===== src/rtl/contact_manifold_insert_unit_defines.svh =====
// Assertion macros shared by the contact manifold insert unit.
`ifndef CONTACT_MANIFOLD_INSERT_UNIT_DEFINES_SVH
`define CONTACT_MANIFOLD_INSERT_UNIT_DEFINES_SVH

// Same-cycle implication, sampled on clk_i and disabled during reset.
`define CMI_ASSERT_IMP(label, ante, cons, msg) \
  label: assert property (@(posedge clk_i) disable iff (!rst_ni) (ante) |-> (cons)) \
    else $error(msg);

// Next-cycle implication, sampled on clk_i and disabled during reset.
`define CMI_ASSERT_NXT(label, ante, cons, msg) \
  label: assert property (@(posedge clk_i) disable iff (!rst_ni) (ante) |=> (cons)) \
    else $error(msg);

`endif


===== src/rtl/cmi_pkg.sv =====
// Types and constants of the contact manifold insert unit.
`default_nettype none

package cmi_pkg;

  localparam logic OP_INSERT = 1'b0;
  localparam logic OP_CLEAR  = 1'b1;

  // Replacement only considers depths above -10000.0 in Q16.16.
  localparam logic signed [31:0] DEPTH_FLOOR = -32'sd655360000;

  typedef enum logic [2:0] {
    ACT_UPDATE  = 3'd0,
    ACT_APPEND  = 3'd1,
    ACT_REPLACE = 3'd2,
    ACT_DROP    = 3'd3,
    ACT_CLEAR   = 3'd4
  } cmi_action_e;

  typedef enum logic [1:0] {
    ST_IDLE,
    ST_SCAN,
    ST_DONE
  } cmi_state_e;

  typedef struct packed {
    logic               operation;
    logic        [31:0] feature_id;
    logic signed [31:0] depth;
    logic signed [31:0] point_a_x;
    logic signed [31:0] point_a_y;
    logic signed [31:0] point_a_z;
    logic signed [31:0] point_b_x;
    logic signed [31:0] point_b_y;
    logic signed [31:0] point_b_z;
    logic signed [31:0] normal_x;
    logic signed [31:0] normal_y;
    logic signed [31:0] normal_z;
  } in_word_t;

  typedef struct packed {
    logic [1:0] slot;
    logic [2:0] action;
    logic [2:0] filled;
  } out_word_t;

  typedef struct packed {
    logic signed [31:0] a_x;
    logic signed [31:0] a_y;
    logic signed [31:0] a_z;
    logic signed [31:0] b_x;
    logic signed [31:0] b_y;
    logic signed [31:0] b_z;
  } pos_t;

  typedef struct packed {
    logic signed [31:0] x;
    logic signed [31:0] y;
    logic signed [31:0] z;
  } vec3_t;

  typedef struct packed {
    logic start;
    logic step;
    logic commit;
  } cmi_cmd_t;

  typedef struct packed {
    logic skip;
    logic hit_now;
    logic last;
    logic out_free;
  } cmi_sts_t;

endpackage

`default_nettype wire


===== src/rtl/cmi_stream_if.sv =====
// Valid/ready channel interfaces for the request and result words.
`default_nettype none

interface cmi_cmd_if;
  logic               valid;
  logic               ready;
  cmi_pkg::in_word_t  word;
  modport source (output valid, output word, input ready);
  modport sink (input valid, input word, output ready);
endinterface

interface cmi_rsp_if;
  logic               valid;
  logic               ready;
  cmi_pkg::out_word_t word;
  modport source (output valid, output word, input ready);
  modport sink (input valid, input word, output ready);
endinterface

`default_nettype wire


===== src/rtl/cmi_ctrl.sv =====
// Controller state machine sequencing accept, table scan and commit.
`default_nettype none
`include "contact_manifold_insert_unit_defines.svh"

module cmi_ctrl (
  input  wire logic              clk_i,
  input  wire logic              rst_ni,
  input  wire logic              in_valid_i,
  output logic                   in_ready_o,
  input  wire cmi_pkg::cmi_sts_t sts_i,
  output cmi_pkg::cmi_cmd_t      cmd_o
);

  cmi_pkg::cmi_state_e state_q, state_d;

  always_ff @(posedge clk_i or negedge rst_ni) begin
    if (!rst_ni) begin
      state_q <= cmi_pkg::ST_IDLE;
    end else begin
      state_q <= state_d;
    end
  end

  always_comb begin
    state_d    = state_q;
    cmd_o      = '0;
    in_ready_o = 1'b0;
    case (state_q)
      cmi_pkg::ST_IDLE: begin
        in_ready_o = 1'b1;
        if (in_valid_i) begin
          cmd_o.start = 1'b1;
          state_d     = cmi_pkg::ST_SCAN;
        end
      end
      cmi_pkg::ST_SCAN: begin
        if (sts_i.skip) begin
          state_d = cmi_pkg::ST_DONE;
        end else begin
          cmd_o.step = 1'b1;
          if (sts_i.hit_now || sts_i.last) begin
            state_d = cmi_pkg::ST_DONE;
          end
        end
      end
      cmi_pkg::ST_DONE: begin
        if (sts_i.out_free) begin
          cmd_o.commit = 1'b1;
          state_d      = cmi_pkg::ST_IDLE;
        end
      end
      default: begin
        state_d = cmi_pkg::ST_IDLE;
      end
    endcase
  end

  `CMI_ASSERT_NXT(a_scan_ends, (state_q == cmi_pkg::ST_SCAN) && (sts_i.skip || sts_i.hit_now || sts_i.last), state_q == cmi_pkg::ST_DONE, "Scan did not finish at a match or the last entry.")
  `CMI_ASSERT_NXT(a_accept_scans, in_valid_i && in_ready_o, (state_q == cmi_pkg::ST_SCAN) && !in_ready_o, "Accepted word did not start a scan.")

endmodule

`default_nettype wire


===== src/rtl/cmi_datapath.sv =====
// Contact table, scan registers, decision logic and result register.
`default_nettype none
`include "contact_manifold_insert_unit_defines.svh"

module cmi_datapath #(
  parameter int TABLE_SIZE = 4,
  parameter int ID_BITS    = 32
) (
  input  wire logic               clk_i,
  input  wire logic               rst_ni,
  input  wire cmi_pkg::cmi_cmd_t  cmd_i,
  output cmi_pkg::cmi_sts_t       sts_o,
  input  wire cmi_pkg::in_word_t  word_i,
  output logic                    rsp_valid_o,
  input  wire logic               rsp_ready_i,
  output cmi_pkg::out_word_t      rsp_word_o
);

  localparam int IdxW = (TABLE_SIZE > 1) ? $clog2(TABLE_SIZE) : 1;
  localparam int CntW = $clog2(TABLE_SIZE + 1);
  localparam int IdW  = (ID_BITS < 32) ? ID_BITS : 32;
  localparam logic [CntW-1:0] TableFull = CntW'(TABLE_SIZE);

  cmi_pkg::in_word_t    word_q;
  logic [IdxW-1:0]      idx_q;
  logic [IdxW-1:0]      pick_q;
  logic signed [31:0]   best_q;
  logic                 hit_q;
  logic                 allow_q;
  logic [CntW-1:0]      count_q;
  logic                 rsp_valid_q;
  cmi_pkg::out_word_t   rsp_q;
  cmi_pkg::vec3_t       normal_q;

  logic [IdW-1:0]       feat_q  [TABLE_SIZE];
  logic signed [31:0]   depth_q [TABLE_SIZE];
  cmi_pkg::pos_t        pos_q   [TABLE_SIZE];

  logic [IdW-1:0]       id;
  logic [IdW-1:0]       cur_feat;
  logic signed [31:0]   cur_depth;
  logic                 hit_now;
  logic                 last;
  logic                 full;
  logic                 is_clear;
  logic                 wr_en;
  logic [IdxW-1:0]      widx;
  logic [CntW-1:0]      count_d;
  cmi_pkg::cmi_action_e action;
  logic [31:0]          widx_ext;
  logic [31:0]          count_ext;

  assign id        = word_q.feature_id[IdW-1:0];
  assign cur_feat  = feat_q[idx_q];
  assign cur_depth = depth_q[idx_q];
  assign hit_now   = (cur_feat == id);
  assign last      = ((CntW'(idx_q) + CntW'(1)) == count_q);
  assign full      = (count_q == TableFull);
  assign is_clear  = (word_q.operation == cmi_pkg::OP_CLEAR);

  assign sts_o.skip     = is_clear || (count_q == '0);
  assign sts_o.hit_now  = hit_now;
  assign sts_o.last     = last;
  assign sts_o.out_free = !rsp_valid_q || rsp_ready_i;

  always_comb begin
    wr_en   = 1'b0;
    widx    = '0;
    count_d = count_q;
    action  = cmi_pkg::ACT_DROP;
    if (is_clear) begin
      action  = cmi_pkg::ACT_CLEAR;
      count_d = '0;
    end else if (hit_q) begin
      wr_en  = 1'b1;
      widx   = idx_q;
      action = cmi_pkg::ACT_UPDATE;
    end else if (!full) begin
      wr_en   = 1'b1;
      widx    = count_q[IdxW-1:0];
      action  = cmi_pkg::ACT_APPEND;
      count_d = count_q + CntW'(1);
    end else if (allow_q) begin
      wr_en  = 1'b1;
      widx   = pick_q;
      action = cmi_pkg::ACT_REPLACE;
    end
  end

  assign widx_ext  = 32'(widx);
  assign count_ext = 32'(count_d);

  // Scan registers: one table entry is examined per step.
  always_ff @(posedge clk_i or negedge rst_ni) begin
    if (!rst_ni) begin
      hit_q   <= 1'b0;
      allow_q <= 1'b1;
    end else if (cmd_i.start) begin
      hit_q   <= 1'b0;
      allow_q <= 1'b1;
    end else if (cmd_i.step) begin
      if (hit_now) begin
        hit_q <= 1'b1;
      end else if (((cur_feat & id) == id) && (cur_feat > id)) begin
        allow_q <= 1'b0;
      end
    end
  end

  always_ff @(posedge clk_i) begin
    if (cmd_i.start) begin
      word_q <= word_i;
      idx_q  <= '0;
      pick_q <= '0;
      best_q <= cmi_pkg::DEPTH_FLOOR;
    end else if (cmd_i.step && !hit_now) begin
      if (cur_depth > best_q) begin
        best_q <= cur_depth;
        pick_q <= idx_q;
      end
      if (!last) begin
        idx_q <= idx_q + IdxW'(1);
      end
    end
  end

  always_ff @(posedge clk_i) begin
    if (cmd_i.commit && wr_en) begin
      feat_q[widx]  <= id;
      depth_q[widx] <= word_q.depth;
      pos_q[widx]   <= '{a_x: word_q.point_a_x, a_y: word_q.point_a_y,
                         a_z: word_q.point_a_z, b_x: word_q.point_b_x,
                         b_y: word_q.point_b_y, b_z: word_q.point_b_z};
    end
  end

  always_ff @(posedge clk_i or negedge rst_ni) begin
    if (!rst_ni) begin
      count_q     <= '0;
      rsp_valid_q <= 1'b0;
      normal_q    <= '0;
    end else begin
      if (cmd_i.commit) begin
        count_q     <= count_d;
        rsp_valid_q <= 1'b1;
        if (!is_clear && (count_q == '0)) begin
          normal_q <= '{x: word_q.normal_x, y: word_q.normal_y, z: word_q.normal_z};
        end
      end else if (rsp_ready_i) begin
        rsp_valid_q <= 1'b0;
      end
    end
  end

  always_ff @(posedge clk_i) begin
    if (cmd_i.commit) begin
      rsp_q.slot   <= widx_ext[1:0];
      rsp_q.action <= action;
      rsp_q.filled <= count_ext[2:0];
    end
  end

  assign rsp_valid_o = rsp_valid_q;
  assign rsp_word_o  = rsp_q;

  `CMI_ASSERT_IMP(a_count_bound, 1'b1, count_q <= TableFull, "Entry count exceeds the table size.")
  `CMI_ASSERT_NXT(a_commit_shows, cmd_i.commit, rsp_valid_q, "Committed result word is not presented.")
  `CMI_ASSERT_NXT(a_drop_keeps, cmd_i.commit && (action == cmi_pkg::ACT_DROP), $stable(count_q), "A dropped point changed the entry count.")

endmodule

`default_nettype wire


===== src/rtl/contact_manifold_insert_unit.sv =====
// A word is accepted in the idle state, then the table is scanned one entry per cycle
// (skipped when the table is empty or the word is a clear), and the result is then committed
// once the output register is free; one item is in work at a time.
// A finished result waits in an output register while the next word is taken.
// Reset empties the table and the output; entry contents are undefined until written.
`default_nettype none

module contact_manifold_insert_unit #(
  parameter int TABLE_SIZE = 4,
  parameter int ID_BITS    = 32
) (
  input  wire logic  clk_i,
  input  wire logic  rst_ni,
  cmi_cmd_if.sink    cmd_i,
  cmi_rsp_if.source  rsp_o
);

  cmi_pkg::cmi_cmd_t  cmd;
  cmi_pkg::cmi_sts_t  sts;
  logic               in_ready;
  logic               rsp_valid;
  cmi_pkg::out_word_t rsp_word;

  cmi_ctrl u_ctrl (
    .clk_i      (clk_i),
    .rst_ni     (rst_ni),
    .in_valid_i (cmd_i.valid),
    .in_ready_o (in_ready),
    .sts_i      (sts),
    .cmd_o      (cmd)
  );

  cmi_datapath #(
    .TABLE_SIZE (TABLE_SIZE),
    .ID_BITS    (ID_BITS)
  ) u_datapath (
    .clk_i       (clk_i),
    .rst_ni      (rst_ni),
    .cmd_i       (cmd),
    .sts_o       (sts),
    .word_i      (cmd_i.word),
    .rsp_valid_o (rsp_valid),
    .rsp_ready_i (rsp_o.ready),
    .rsp_word_o  (rsp_word)
  );

  assign cmd_i.ready = in_ready;
  assign rsp_o.valid = rsp_valid;
  assign rsp_o.word  = rsp_word;

endmodule

`default_nettype wire


===== src/flat_wrapper.sv =====
// flat-port wrapper written by rule: the top's interface ports become plain ports
module contact_manifold_insert_unit_flat 
#(
  parameter int TABLE_SIZE = 4,
  parameter int ID_BITS    = 32
)
  (clk_i, rst_ni, cmd_i_valid, cmd_i_word, cmd_i_ready, rsp_o_valid, rsp_o_word, rsp_o_ready);
  cmi_cmd_if cmd_i_i ();
  cmi_rsp_if rsp_o_i ();
  input  wire logic clk_i;
  input  wire logic rst_ni;
  input wire logic [$bits(cmd_i_i.valid)-1:0] cmd_i_valid;
  input wire logic [$bits(cmd_i_i.word)-1:0] cmd_i_word;
  output wire logic [$bits(cmd_i_i.ready)-1:0] cmd_i_ready;
  output wire logic [$bits(rsp_o_i.valid)-1:0] rsp_o_valid;
  output wire logic [$bits(rsp_o_i.word)-1:0] rsp_o_word;
  input wire logic [$bits(rsp_o_i.ready)-1:0] rsp_o_ready;
  assign cmd_i_i.valid = cmd_i_valid;
  assign cmd_i_i.word = cmd_i_word;
  assign cmd_i_ready = cmd_i_i.ready;
  assign rsp_o_valid = rsp_o_i.valid;
  assign rsp_o_word = rsp_o_i.word;
  assign rsp_o_i.ready = rsp_o_ready;
  contact_manifold_insert_unit #(.TABLE_SIZE(TABLE_SIZE), .ID_BITS(ID_BITS)) u_core (.clk_i(clk_i), .rst_ni(rst_ni), .cmd_i(cmd_i_i), .rsp_o(rsp_o_i));
endmodule

===== config.mk =====
export PLATFORM = sky130hd
export DESIGN_NAME = contact_manifold_insert_unit_flat
export DESIGN_NICKNAME = d
export VERILOG_FILES = /design/src/rtl/cmi_pkg.sv /design/src/rtl/cmi_stream_if.sv /design/src/rtl/cmi_ctrl.sv /design/src/rtl/cmi_datapath.sv /design/src/rtl/contact_manifold_insert_unit.sv /design/src/flat_wrapper.sv
export VERILOG_INCLUDE_DIRS = /design/src /design/src/rtl
export SDC_FILE = /design/constraint.sdc
export NUM_CORES = 1
export LEC_CHECK = 0
export BUFFER_PORTS_ARGS = -buffer_cell sky130_fd_sc_hd__buf_2
export CORE_MARGIN = 10
export CORE_UTILIZATION = 45
export DETAILED_ROUTE_END_ITERATION = 7
export PLACE_DENSITY = 0.69
export SETUP_SLACK_MARGIN = 0.2
export SYNTH_ARGS = -nofsm -noshare
export SYNTH_HDL_FRONTEND = slang
export SYNTH_SLANG_ARGS = --single-unit
export TNS_END_PERCENT = 100

===== constraint.sdc =====
create_clock -name clk_i -period 5.5 [get_ports clk_i]
set_input_delay 1.1 -clock clk_i [delete_from_list [all_inputs] [get_ports clk_i]]
set_output_delay 1.1 -clock clk_i [all_outputs]
set_load 0.02 [all_outputs]

; Word-level counts from Yosys, hierarchy flattened
; Memories as Yosys holds them, arrays and structs flattened. A register that Yosys moved wholly into a read port is not among the register bits.
; Cells that the tools add are included.
[word_totals]
elab_cells = 97
mem_bits_rw = 256
regBits = 117
mem_count = 2
[op_classes]
n_mux = 40
n_addsub = 3
n_reduce_logical = 21
eq_ne = 10
n_bitwise = 3
n_lt_le_gt_ge = 2
[mem_list]
columns = name, words, word_bits, read_ports, rd_clocked_by_memory_dff, wr, line_no
row1 = u_core.u_datapath.depth_q, 4, 32, 1, 1, 1, cmi_datapath.sv:36  ; logic signed [31:0] depth_q [TABLE_SIZE];
row2 = u_core.u_datapath.feat_q, 4, 32, 1, 1, 1, cmi_datapath.sv:35  ; logic [IdW-1:0] feat_q [TABLE_SIZE];
[ops]
columns = op, n
row1 = == test 32 bit, 2
row2 = > comparator 32 bit, 2
row3 = AND 32 bit, 1
row4 = 2-to-1 mux 2 bit, 13
row5 = 2-to-1 mux 1 bit, 23
row6 = 2-to-1 mux 3 bit, 3
row7 = nonzero test 2 bit, 4
row8 = one-hot mux 2 bit (3 select lines), 1
row9 = AND reduction 2 bit, 3
row10 = AND reduction 3 bit, 2
row11 = "!= test 2 x 1 -> 1 bit, second input constant", 2
row12 = "adder 2 x 1 -> 3 bit, second input constant", 1
row13 = "adder 3 x 1 -> 3 bit, second input constant", 1
row14 = == test 3 bit, 1
row15 = "== test 3 bit, second input constant", 1
row16 = logical AND 1 bit, 3
row17 = zero test 3 bit, 1
row18 = logical OR 1 bit, 3
row19 = "!= test 3 x 2 -> 1 bit, second input constant", 1
row20 = OR reduction 3 bit, 1
row21 = "adder 2 x 1 -> 2 bit, second input constant", 1
row22 = "== test 2 x 1 -> 1 bit, second input constant", 1
row23 = "== test 2 bit, second input constant", 1
row24 = zero test 1 bit, 2
row25 = 4 further kinds, 5

; Depth between registers and ports, before layout
[depth]
word_depth = 8
mapped_depth = 14
ltp_nobuf = 10

; Hierarchy
; A second synthesis with hierarchy kept.
[hier_totals]
cells_unflattened = 946
hier_area_um2 = 15872.7
[by_module_without_submodules]
columns = module, area_each_um2, cells_per_inst, seq_area_each_um2, n_inst
row1 = cmi_datapath, 15758.9, 933, 10791.6, 1
row2 = cmi_ctrl, 113.9, 13, 50.0, 1

; Least setup slack after synthesis
; OpenSTA, ideal clock, no wires.
[synth_timing]
kind = input-to-reg
start = input port rsp_o_ready
end = memory u_core.u_datapath.depth_q[0][0] (enable)
required_ps = 5014
t_arrival_ps = 4902
setup_ps = 486
path_slack_ps = 112
cell_stages = 6
path_buffers = 1
path_cell_list = nand2b_1 nor2b_1 clkbuf_1 o31ai_1 or3_1 nor2_1
[synth_rtl]
columns = item, line_no
row1 = "start, declared", flat_wrapper.sv:17  ; input wire logic [$bits(rsp_o_i.ready)-1:0] rsp_o_ready;
row2 = "end, declared", cmi_datapath.sv:36

==> results.json <==
{
  "status": "complete, no violations",
  "drt_drc_violations_left": 0,
  "max_freq_ghz": 0.238,
  "critical_path_peak_fanout": 34,
  "grtUsageMet3": 0.0277,
  "grt.met1_usage": 0.195,
  "timing.max_cap.violations": 0,
  "floorplan.rows": 68,
  "synth_seq_area_share": 0.694,
  "syn_to_final_growth_pct": 14.1,
  "post_route_utilization": 0.519,
  "floorplan.io_pins": 367,
  "layout.filler_cells": 2787,
  "design.final.nets": 1468,
  "antenna_left": 0,
  "clk_latency_ps": 520,
  "synth_warnings": 0,
  "max_stage_delay_ps": 680,
  "grt.overflow.total": 0,
  "routed_wl_mm": 29.6,
  "grt_setup_unrepaired": "no",
  "cts.sink_count": 375,
  "finClkSkew_ps": 22.3,
  "totalNegativeSetupSlack_ps": 0,
  "grt_start_max_net_pins": 40,
  "overall_power_uw": 7890,
  "cts-resized-gates": 0,
  "final_design_area_no_fill_mm2": 0.0178,
  "detailed_place_hpwl_mm": 19.1,
  "die_h_um": 206,
  "crit_path_top_delay_cell": "sky130_fd_sc_hd__mux2_4",
  "cts-root-to-sink-buffers": 3,
  "vias_in_the_first_global_route": 8112,
  "p_leak_uw": 0.00656,
  "critPathBufInv": 0,
  "clk_transition_reported_paths_ps": 60,
  "number_of_port_buffers": 78,
  "globalRoute.busiestLayer": "met2",
  "syn_area_mm2": 0.0156,
  "die_ar_mm2": 0.0426,
  "final_cell_count_no_fill": 1493,
  "final-hold-violation-count": 0,
  "path_delay_family": "multiplexers",
  "die_w_um": 206,
  "first_pass_iters": 5,
  "ctsHoldBuffers": 0,
  "initialDrtViolationCount": 422,
  "antenna-diode-count": 0,
  "floorplan.initialDensity": 0.455,
  "ys_seq_elements": 375,
  "routed-via-count": 7835,
  "grt_usage": 0.141,
  "clock_tree.htree_level_count": 2,
  "wire_per_inst_um": 19.9,
  "clock_tree_from_tritoncts": "built",
  "grt_first_pass_wirelength_mm": 46.1,
  "worst-slew-pin-transition_ps": 1060,
  "timing.critical_path.from_type": "register",
  "worstPathRequired_ps": 5890,
  "crit_type": "reg -> reg",
  "timing.critical_path.arrival_ps": 4600,
  "postSynthNetCount": 1358,
  "final_min_period_over_clock_period": 0.765,
  "netlist_instances": 902,
  "design.core.area_mm2": 0.0344,
  "post-cts-setup-buffer-count": 0,
  "avgSynthCellArea_um2": 17.3,
  "place_area_mm2": 0.0167,
  "number_of_antenna_violations_at_the_first_check_in_global_routing": 1,
  "peakVddDrop_uv": 272,
  "drive_gt1_frac": 0.242,
  "min-delay-path-class": "in -> async",
  "power.density_mw_per_mm2": 443,
  "synth-edff-count": 329,
  "timing.critical_path.cells": "mux4_2 -> ha_1 -> nand4_1 -> or4_4 -> nor4_1 -> a2111oi_1 -> mux2_4 -> mux2_2",
  "globalplace.congestion": 0.754,
  "ys_types": 45,
  "synth-async-reset-ratio": 0.0213,
  "tritoncts.num_buffers": 38,
  "grt_use_met2": 0.226,
  "vias_per_cell": 5.25,
  "crit_path_end_kind": "register",
  "timing.max_slew.rel_slack": 0.281,
  "setup-violations-final": 0,
  "ctsRootBufferMaster": "sky130_fd_sc_hd__clkbuf_16",
  "final.min_clock_period_ps": 4210,
  "final-max-slew-violation-count": 0,
  "synth_ff_type": "sky130_fd_sc_hd__edfxtp_1",
  "place_inst": 1427
}
## final cells by class
cell class | count | area (um^2) | area share
multi-input cells | 398 | 4300 | 0.241
flip-flops and latches | 375 | 10800 | 0.608
clock buffers | 53 | 1080 | 0.0605
well taps | 455 | 569 | 0.0319
repair buffers | 94 | 548 | 0.0307
clock inverters | 13 | 85.1 | 0.00477
inverters | 105 | 397 | 0.0223
## final timing paths
kind                                           endpoint  depth (start not counted)                   startpoint  slack, ps
max in group asynchronous     u_core.u_datapath.allow_q                          1                       rst_ni       4840
min in group clk_i          u_core.u_datapath.pick_q[0]                          2  u_core.u_datapath.pick_q[0]        480
max reg2reg                u_core.u_datapath.best_q[12]                          8                     register       1290
min                            u_core.u_ctrl.state_q[0]                          1                       rst_ni        420
min reg2reg                 u_core.u_datapath.pick_q[0]                          2  u_core.u_datapath.pick_q[0]        480
max                        u_core.u_datapath.best_q[12]                          8                     register       1290
## layout by cell type (no fill, tap or decap), types with 9 or more instances in the layout
| cell type | instances |
|---|---|
| sky130_fd_sc_hd__edfxtp_1 | 329 |
| sky130_fd_sc_hd__inv_1 | 104 |
| sky130_fd_sc_hd__ha_1 | 99 |
| sky130_fd_sc_hd__buf_2 | 78 |
| sky130_fd_sc_hd__mux4_2 | 64 |
| sky130_fd_sc_hd__clkbuf_16 | 39 |
| sky130_fd_sc_hd__nor2_1 | 38 |
| sky130_fd_sc_hd__dfxtp_1 | 36 |
| sky130_fd_sc_hd__nand2_1 | 29 |
| sky130_fd_sc_hd__a21oi_1 | 28 |
| sky130_fd_sc_hd__mux2_4 | 28 |
| sky130_fd_sc_hd__nand4_1 | 19 |
| sky130_fd_sc_hd__o21ai_0 | 14 |
| sky130_fd_sc_hd__buf_4 | 13 |
| sky130_fd_sc_hd__a21o_1 | 12 |
| sky130_fd_sc_hd__nor4_1 | 11 |
| sky130_fd_sc_hd__clkbuf_1 | 9 |
## cells in the mapped netlist, drive strengths merged, types with 2 or more instances
cell type / number / share of area
nor4: 11 / 0.0044
nand2b: 6 / 0.0024
xnor2: 3 / 0.0017
clkbuf: 14 / 0.0034
a21oi: 28 / 0.0090
a211oi: 2 / 0.00096
mux2: 33 / 0.031
buf: 10 / 0.0042
nor2: 42 / 0.010
o21ai: 14 / 0.0045
ha: 99 / 0.079
nand3: 2 / 0.00064
o31ai: 2 / 0.00096
nor3: 2 / 0.00064
dfxtp: 38 / 0.049
mux2i: 5 / 0.0032
dfrtp: 7 / 0.011
nor2b: 5 / 0.0020
xor2: 2 / 0.0011
or3: 3 / 0.0012
inv: 105 / 0.025
o211ai: 2 / 0.00096
a21o: 12 / 0.0058
nand2: 29 / 0.0070
mux4: 64 / 0.092
edfxtp: 329 / 0.63
nand4: 19 / 0.0076
## where the power goes
group / leakage [uW] / internal, uW / switching [uW]
combinational: 0.00258 / 753 / 901
sequential: 0.00341 / 3570 / 252
clock: 0.000572 / 1410 / 1000
total: 0.00656 / 5740 / 2160
## layer usage
| metal | vias up | part of all wire |
|---|---|---|
| li1 | 3642 | - |
| met1 | 3960 | 0.45 |
| met2 | 183 | 0.48 |
| met3 | 48 | 0.053 |
| met4 | 2 | 0.018 |
| met5 | - | 0.00067 |
## registers in the layout, summed over array words and instances, names as in the netlist, named ones only
name                           flops
u_core.u_datapath.depth_q        128
u_core.u_datapath.feat_q         128
u_core.u_datapath.best_q          32
u_core.u_datapath.id              32
u_core.u_datapath.word_q          32
u_core.u_datapath.rsp_word_o       8
u_core.u_datapath.count_q          3
u_core.u_ctrl.state_q              2
u_core.u_datapath.idx_q            2
u_core.u_datapath.pick_q           2
u_core.u_datapath.allow_q          1
u_core.u_datapath.hit_q            1
u_core.u_datapath.is_clear         1
u_core.u_datapath.rsp_valid_o      1
## stage by stage
stage / hold slack [ps] / setup slack [ps]
CTS: 401 / 1190
floorplan: 424 / 112
detailed placement: 468 / 1220
finish: 417 / 1290
global placement: 449 / 1240
global route: 415 / 992
## kinds of logic (layout without fill, tap and decap cells)
kind of cell,Yosys count,after routing,synth area share
flip-flops,375,375,0.694
multiplexers,102,102,0.126
AO/OA/AOI/OAI,68,68,0.0265
XOR/XNOR,5,5,0.00280
AND/OR/NAND/NOR,124,124,0.0388
adder cells (fa/ha/maj),99,99,0.0793
buffers and inverters,129,265,0.0328
Power figures use the tool's default switching activity.
